[src/rtl/assert_macros.svh]
`ifndef ASSERT_MACROS_SVH
`define ASSERT_MACROS_SVH
// Assertion macros shared by the RTL
`define ASSERT_CLK(label, prop, msg) \
  label: assert property (@(posedge clk) disable iff (!rst_n) prop) else $error(msg);
`define ASSERT_NEXT(label, ante, cons, msg) \
  label: assert property (@(posedge clk) disable iff (!rst_n) (ante) |=> (cons)) \
    else $error(msg);
`endif

[src/rtl/i2cm_pkg.sv]
`timescale 1ns / 1ps
package i2cm_pkg;
  localparam int unsigned NREGS = 9;
  localparam logic [3:0] IX_CR1 = 4'd0;
  localparam logic [3:0] IX_CR2 = 4'd1;
  localparam logic [3:0] IX_DR = 4'd4;
  localparam logic [3:0] IX_SR1 = 4'd5;
  localparam logic [3:0] IX_SR2 = 4'd6;
  localparam logic [3:0] IX_TRISE = 4'd8;
  localparam logic [15:0] TRISE_RST = 16'd2;
  localparam logic [15:0] READ_BAD = 16'hFFFF;
  localparam logic [7:0] RX_NONE = 8'hFF;
  localparam int unsigned B_START = 8;
  localparam int unsigned B_STOP = 9;
  localparam int unsigned B_POS = 11;
  localparam logic [15:0] M_SB = 16'h0001;
  localparam logic [15:0] M_ADDR = 16'h0002;
  localparam logic [15:0] M_BTF = 16'h0004;
  localparam logic [15:0] M_RXNE = 16'h0040;
  localparam logic [15:0] M_TXE = 16'h0080;
  localparam logic [15:0] M_AF = 16'h0400;
  localparam logic [15:0] M_ERRS = 16'hDF00;
  localparam logic [15:0] M_EVT = 16'h001F;
  localparam logic [15:0] M_BUF = 16'h00C0;
  localparam logic [15:0] CR2_ERREN = 16'h0100;
  localparam logic [15:0] CR2_EVTEN = 16'h0200;
  localparam logic [15:0] CR2_BUFEN = 16'h0400;

  typedef enum logic [2:0] {
    K_NONE, K_BADRD, K_RDDR, K_RDREG, K_WRCR1, K_WRDR, K_WRREG
  } kind_t;

  typedef struct packed {
    kind_t       kind;
    logic [3:0]  idx;
    logic [15:0] data;
    logic [7:0]  rx;
    logic        nack;
  } cmd_t;

  typedef struct packed {
    logic [15:0] read_data;
    logic        event_irq;
    logic        error_irq;
    logic        bus_start;
    logic [6:0]  bus_address;
    logic        bus_direction;
    logic        bus_send;
    logic [7:0]  bus_tx_byte;
    logic        bus_recv;
    logic        bus_stop;
  } res_t;
endpackage

[src/rtl/i2cm_back.sv]
`timescale 1ns / 1ps
// Execute one access per cycle against the register state while the output is not stalled.
module i2cm_back (
  input  logic           clk,
  input  logic           rst_n,
  input  logic           q_valid,
  output logic           q_ready,
  input  i2cm_pkg::cmd_t q_cmd,
  output logic           out_tvalid,
  input  logic           out_tready,
  output i2cm_pkg::res_t out_res
);
  logic [15:0] regs_r [i2cm_pkg::NREGS];
  logic [15:0] regs_nxt [i2cm_pkg::NREGS];
  logic [3:0]  prev_r, prev_nxt;
  logic [7:0]  tgt_r, tgt_nxt;
  logic [7:0]  rsh_r, rsh_nxt;
  logic        shb_r, shb_nxt, rdt_r, rdt_nxt, dny_r, dny_nxt, open_r, open_nxt;
  logic        ov_r;
  i2cm_pkg::res_t res_r, res_nxt;
  logic        go;
  logic [7:0]  tb;
  logic [15:0] sr1, cr2;

  assign q_ready = !ov_r || out_tready;
  assign go = q_valid && q_ready;
  assign out_tvalid = ov_r;
  assign out_res = res_r;

  always_comb begin
    for (int i = 0; i < i2cm_pkg::NREGS; i++) regs_nxt[i] = regs_r[i];
    prev_nxt = prev_r; tgt_nxt = tgt_r; rsh_nxt = rsh_r; shb_nxt = shb_r;
    rdt_nxt = rdt_r; dny_nxt = dny_r; open_nxt = open_r;
    res_nxt = '0;
    tb = open_r ? q_cmd.rx : i2cm_pkg::RX_NONE;
    case (q_cmd.kind)
      i2cm_pkg::K_BADRD: res_nxt.read_data = i2cm_pkg::READ_BAD;
      i2cm_pkg::K_RDDR: begin
        if ((regs_r[i2cm_pkg::IX_SR1] & i2cm_pkg::M_RXNE) != 16'd0) begin
          if (open_r) begin
            if (!dny_r) begin
              regs_nxt[i2cm_pkg::IX_DR] = {8'd0, rsh_r};
              rsh_nxt = tb; res_nxt.bus_recv = 1'b1;
              regs_nxt[i2cm_pkg::IX_SR1] = regs_r[i2cm_pkg::IX_SR1] | i2cm_pkg::M_BTF;
              shb_nxt = 1'b1;
            end
          end else if (!dny_r) begin
            if (shb_r) begin
              regs_nxt[i2cm_pkg::IX_DR] = {8'd0, rsh_r};
              shb_nxt = 1'b0;
              regs_nxt[i2cm_pkg::IX_SR1] = regs_r[i2cm_pkg::IX_SR1]
                & ~(i2cm_pkg::M_RXNE | i2cm_pkg::M_BTF);
            end else regs_nxt[i2cm_pkg::IX_DR] = 16'd0;
          end
        end
        dny_nxt = 1'b0;
        prev_nxt = q_cmd.idx;
        res_nxt.read_data = regs_nxt[i2cm_pkg::IX_DR];
      end
      i2cm_pkg::K_RDREG: begin
        if (q_cmd.idx == i2cm_pkg::IX_SR2 && prev_r == i2cm_pkg::IX_SR1)
          regs_nxt[i2cm_pkg::IX_SR1] = regs_r[i2cm_pkg::IX_SR1] & ~i2cm_pkg::M_ADDR;
        prev_nxt = q_cmd.idx;
        res_nxt.read_data = regs_nxt[q_cmd.idx];
      end
      i2cm_pkg::K_WRCR1: begin
        regs_nxt[i2cm_pkg::IX_CR1] = q_cmd.data;
        if (q_cmd.data[i2cm_pkg::B_START]) begin
          regs_nxt[i2cm_pkg::IX_SR1] = regs_nxt[i2cm_pkg::IX_SR1] | i2cm_pkg::M_SB;
          regs_nxt[i2cm_pkg::IX_CR1][i2cm_pkg::B_START] = 1'b0;
        end
        if (q_cmd.data[i2cm_pkg::B_POS]
            && (regs_nxt[i2cm_pkg::IX_SR1] & i2cm_pkg::M_BTF) == 16'd0) begin
          dny_nxt = 1'b1;
          regs_nxt[i2cm_pkg::IX_DR] = {8'd0, rsh_r};
          rsh_nxt = tb; res_nxt.bus_recv = open_r;
          regs_nxt[i2cm_pkg::IX_SR1] = regs_nxt[i2cm_pkg::IX_SR1] | i2cm_pkg::M_BTF;
        end
        if (q_cmd.data[i2cm_pkg::B_STOP]) begin
          if (rdt_r && !dny_nxt) begin
            regs_nxt[i2cm_pkg::IX_DR] = {8'd0, rsh_nxt};
            rsh_nxt = tb; res_nxt.bus_recv = res_nxt.bus_recv | open_r;
            shb_nxt = 1'b1; dny_nxt = 1'b1;
          end
          open_nxt = 1'b0;
          res_nxt.bus_stop = 1'b1;
          regs_nxt[i2cm_pkg::IX_SR1] = regs_nxt[i2cm_pkg::IX_SR1]
            & ~(i2cm_pkg::M_BTF | i2cm_pkg::M_TXE);
          regs_nxt[i2cm_pkg::IX_CR1][i2cm_pkg::B_STOP] = 1'b0;
        end
      end
      i2cm_pkg::K_WRDR: begin
        regs_nxt[i2cm_pkg::IX_DR] = q_cmd.data;
        if ((regs_r[i2cm_pkg::IX_SR1] & i2cm_pkg::M_SB) != 16'd0) begin
          regs_nxt[i2cm_pkg::IX_SR1] = (regs_r[i2cm_pkg::IX_SR1] | i2cm_pkg::M_ADDR)
            & ~i2cm_pkg::M_SB;
          tgt_nxt = q_cmd.data[7:0];
          res_nxt.bus_start = 1'b1;
          res_nxt.bus_address = q_cmd.data[7:1];
          res_nxt.bus_direction = q_cmd.data[0];
          if (q_cmd.nack) begin
            open_nxt = 1'b0;
            regs_nxt[i2cm_pkg::IX_SR1] = regs_nxt[i2cm_pkg::IX_SR1] | i2cm_pkg::M_AF;
          end else begin
            open_nxt = 1'b1;
            rdt_nxt = q_cmd.data[0];
            if (q_cmd.data[0]) begin
              rsh_nxt = q_cmd.rx; res_nxt.bus_recv = 1'b1; shb_nxt = 1'b1;
              regs_nxt[i2cm_pkg::IX_SR1] = regs_nxt[i2cm_pkg::IX_SR1] | i2cm_pkg::M_RXNE;
            end else
              regs_nxt[i2cm_pkg::IX_SR1] = regs_nxt[i2cm_pkg::IX_SR1] | i2cm_pkg::M_TXE;
          end
        end else if (!rdt_r && (regs_r[i2cm_pkg::IX_SR1] & i2cm_pkg::M_TXE) != 16'd0) begin
          res_nxt.bus_send = open_r;
          res_nxt.bus_tx_byte = open_r ? q_cmd.data[7:0] : 8'd0;
          regs_nxt[i2cm_pkg::IX_SR1] = regs_r[i2cm_pkg::IX_SR1] | i2cm_pkg::M_BTF;
        end
      end
      i2cm_pkg::K_WRREG: regs_nxt[q_cmd.idx] = q_cmd.data;
      default: ;
    endcase
    sr1 = regs_nxt[i2cm_pkg::IX_SR1];
    cr2 = regs_nxt[i2cm_pkg::IX_CR2];
    res_nxt.error_irq = ((cr2 & i2cm_pkg::CR2_ERREN) != 16'd0)
      && ((sr1 & i2cm_pkg::M_ERRS) != 16'd0);
    res_nxt.event_irq = ((cr2 & i2cm_pkg::CR2_EVTEN) != 16'd0)
      && (((sr1 & i2cm_pkg::M_EVT) != 16'd0)
      || (((cr2 & i2cm_pkg::CR2_BUFEN) != 16'd0) && ((sr1 & i2cm_pkg::M_BUF) != 16'd0)));
  end

  always_ff @(posedge clk) begin
    if (!rst_n) begin
      for (int i = 0; i < i2cm_pkg::NREGS; i++)
        regs_r[i] <= (i == i2cm_pkg::IX_TRISE) ? i2cm_pkg::TRISE_RST : 16'd0;
      prev_r <= 4'd0; tgt_r <= 8'd0; rsh_r <= 8'd0;
      shb_r <= 1'b0; rdt_r <= 1'b0; dny_r <= 1'b0; open_r <= 1'b0;
      ov_r <= 1'b0;
    end else begin
      if (go) begin
        for (int i = 0; i < i2cm_pkg::NREGS; i++) regs_r[i] <= regs_nxt[i];
        prev_r <= prev_nxt; tgt_r <= tgt_nxt; rsh_r <= rsh_nxt;
        shb_r <= shb_nxt; rdt_r <= rdt_nxt; dny_r <= dny_nxt; open_r <= open_nxt;
        ov_r <= 1'b1;
      end else if (out_tready) ov_r <= 1'b0;
    end
  end

  always_ff @(posedge clk) begin
    if (go) res_r <= res_nxt;
  end

  `include "assert_macros.svh"
  `ASSERT_CLK(a_send_open, (!(out_tvalid && out_res.bus_send && out_res.bus_start)),
    "send and start in one word")
  `ASSERT_NEXT(a_stall_hold, (out_tvalid && !out_tready), (out_tvalid && $stable(res_r)),
    "stalled result changed")
  `ASSERT_NEXT(a_stop_closes, (go && res_nxt.bus_stop), (!open_r), "stop left transfer open")
endmodule

[config.mk]
export PLATFORM = sky130hd
export DESIGN_NAME = i2cm_back
export DESIGN_NICKNAME = d
export VERILOG_FILES = /design/src/rtl/i2cm_pkg.sv /design/src/rtl/i2cm_back.sv
export VERILOG_INCLUDE_DIRS = /design/src /design/src/rtl
export SDC_FILE = /design/constraint.sdc
export NUM_CORES = 1
export LEC_CHECK = 0
export BUFFER_PORTS_ARGS = -buffer_cell sky130_fd_sc_hd__buf_2
export CAP_MARGIN = 0
export CORE_UTILIZATION = 46
export DETAILED_ROUTE_END_ITERATION = 8
export SYNTH_ARGS = -nofsm -noshare
export SYNTH_HDL_FRONTEND = slang
export SYNTH_SLANG_ARGS = --single-unit
[constraint.sdc]
create_clock -name clk -period 13 [get_ports clk]
set_clock_uncertainty 0.1 [all_clocks]
set_input_delay 2.6 -clock clk [delete_from_list [all_inputs] [get_ports clk]]
set_output_delay 2.6 -clock clk [all_outputs]
set_load 0.02 [all_outputs]
==> impl_results.md <==
* Fin. max-slew vios at 0
* Io pins at 76
* Share of cells above drive strength 1 at 17.19%
* Drc violations at 0
* Synth cell types at 67
* Final net count at 1071
* Post_cts resized at 0
* Final Critical Period at 5712 ps
* Via/cell ratio at 6.049
* FF+latch count, synth at 199
* Most frequent cells in the layout: nand2_1 (247), edfxtp_1 (182), a21oi_1 (126)
* Die X at 154.4 um
* RSZ-0062 raised after global routing: no
* # Post-CTS Setup Buffers at 0
* CTS root buf: clkbuf_16
* Area grow syn2layout at 9.922%
* Worst-margin pin slew at 1261 ps
* Leakage power at 4.191 nW
* CTS tree: done
* Gpl congestion at 0.8148
* Post-synth top flop: edfxtp_1
* CTS sink count at 199
* Post-layout util at 51.70%
* Placement row count at 55
* Area of the core at 0.02271 mm2
* Die Footprint at 0.02383 mm2
* Max_cap viols at 0
* Critical path peak fanout at 3
* Initial antenna violation count at 1
* Ys async rst share at 0%
* Largest net degree at the start of global routing at 79
* Area contributors post-synth: edfxtp_1 (51%), nand2_1 (8.8%), mux4_2 (6.7%)
* Vias in the first global route at 7712
* Post-Syn Instances at 1023
* DP Wirelength at 19090 um
* Top cell type's share of synthesized area at 51.17%
* Register clock-pin slew on the reported worst setup and hold paths at 70 ps
* Final worst path period share at 43.94%
* Number of setup violations in the final report at 0
* Startpoint types: input pin
* Syn Area/Cell at 10.44 um2
* Required time worst endpoint at 10300 ps
* Worst hold path type: reg2reg
* Initial core utilization at 47.04%
* First-pass GRT wire length at 46170 um
* Num CTS Buffers at 17
* Critical path class: in2out
* PwrDens at 126.6 mW/mm2
* Crit path DAT at 3010 ps
* Yosys Warn Count at 0
* Antenna Nets Post-Route at 0
* CTS H-Tree Depth at 4
* Router iterations before antenna repair at 7
* Hold Buf Count CTS at 0
* Crit end category: output pin
* Syn nets at 1059
* Drt wl/cell at 22.31 um
* # diodes at 0
* Worst-Skew Late Latency at 440 ps
* GRT Overall Usage at 25.57%
* Rel. slew slack at 15.62%
* Initial DRC Count at 821
* Yosys top cell by area: edfxtp_1
* Detailed Route WL at 29720 um
* Overflow after GRT at 0
* Fin. Hold Viols at 0
* Post-synth EDFFs at 182
* Post-synthesis sequential area ratio at 54.35%
* Die height at 154.4 um
* TNS Setup at 0 ps
* Max Fclk at 0.1751 GHz
* Max VDD drop at 0.00006956 V
* Outcome: completed
* Number of port buffers at 75
* Post-synthesis cell area at 0.01068 mm2
* Vias at 8057
* Commonest non-fill, non-tap cell in the layout: nand2_1
* Clk buf depth at 2
synth_stat cells, types with 4 or more instances:
cell        n
nand2_1   249
and2_1     15
dfxtp_1    17
nor3_1      5
buf_2      20
mux2_2      9
nor2b_1    15
buf_4       4
nand3_1     6
a22oi_1    31
mux2i_1    28
a22o_1      8
a21oi_1   126
mux4_2     32
inv_1       9
a221oi_1   18
o21ai_0    40
clkbuf_1   63
edfxtp_1  182
or3_1       6
nand2b_1    8
nor2_1     51
buf_1       7
a31oi_1     9
a21o_1      4
report_power, final:
group	internal [mW]	switching [mW]	total, mW
clock	0.293	0.262	0.555
sequential	0.737	0.0224	0.759
combinational	0.0588	0.114	0.173
total	1.09	0.398	1.49
flip-flops by register name (all words and copies together) (netlist names):
name        count
rsh_r           8
regs_r        144
dny_r           1
open_r          1
rdt_r           1
out_res        38
shb_r           1
out_tvalid      1
prev_r          4
per-stage QoR:
step	setup WS [ps]	std cells	hold slack, ps	power [mW]	area, um2
after floorplan	5935	1023	376.9	0.8863	10680
after global placement	6909	1301	398.1	0.9432	11130
after detailed placement	6853	1301	405.2	0.9455	11130
after CTS	7288	1332	426.0	1.493	11740
after global routing	7042	1332	472.3	1.538	11740
final	7288	1332	423.1	1.487	11740
path summary, 6_finish.rpt:
check | cells after the start | startpoint | slack (ps) | to
max reg2reg | 7 | out_tvalid | 9300 | regs_r[8][2]
min | 2 | prev_r[0] | 420 | prev_r[0]
min reg2reg | 2 | prev_r[0] | 420 | prev_r[0]
max | 3 | out_tready | 7290 | q_ready
cell type report:
cell class              instances  area (um2)
clock buffers                  17       425.4
clock inverters                14       182.7
fillers                      2087       10970
inverters                      11       41.29
multi-input cells             718        4457
flip-flops and latches        199        5806
well taps                     285       356.6
repair buffers                 88       473.0
cell families after synthesis:
family | share of synthesized area [%]
flops | 54.35
mux | 10.32
buf+inv | 4.112
compound gates | 15.33
simple gates | 15.88
worst max-delay path, cell delays in order:
cell	delay, ps
buf_2	90
nand2b_1	150
buf_2	170
per-layer routing:
metal,wire (um),track usage (%),up-vias
li1,-,-,3771
met4,439,5.611,2
met1,13240,37.22,3920
met3,2275,5.296,31
met5,18,0,-
met2,13750,39.44,333
Note: power is estimated with default switching activity, not from simulation.
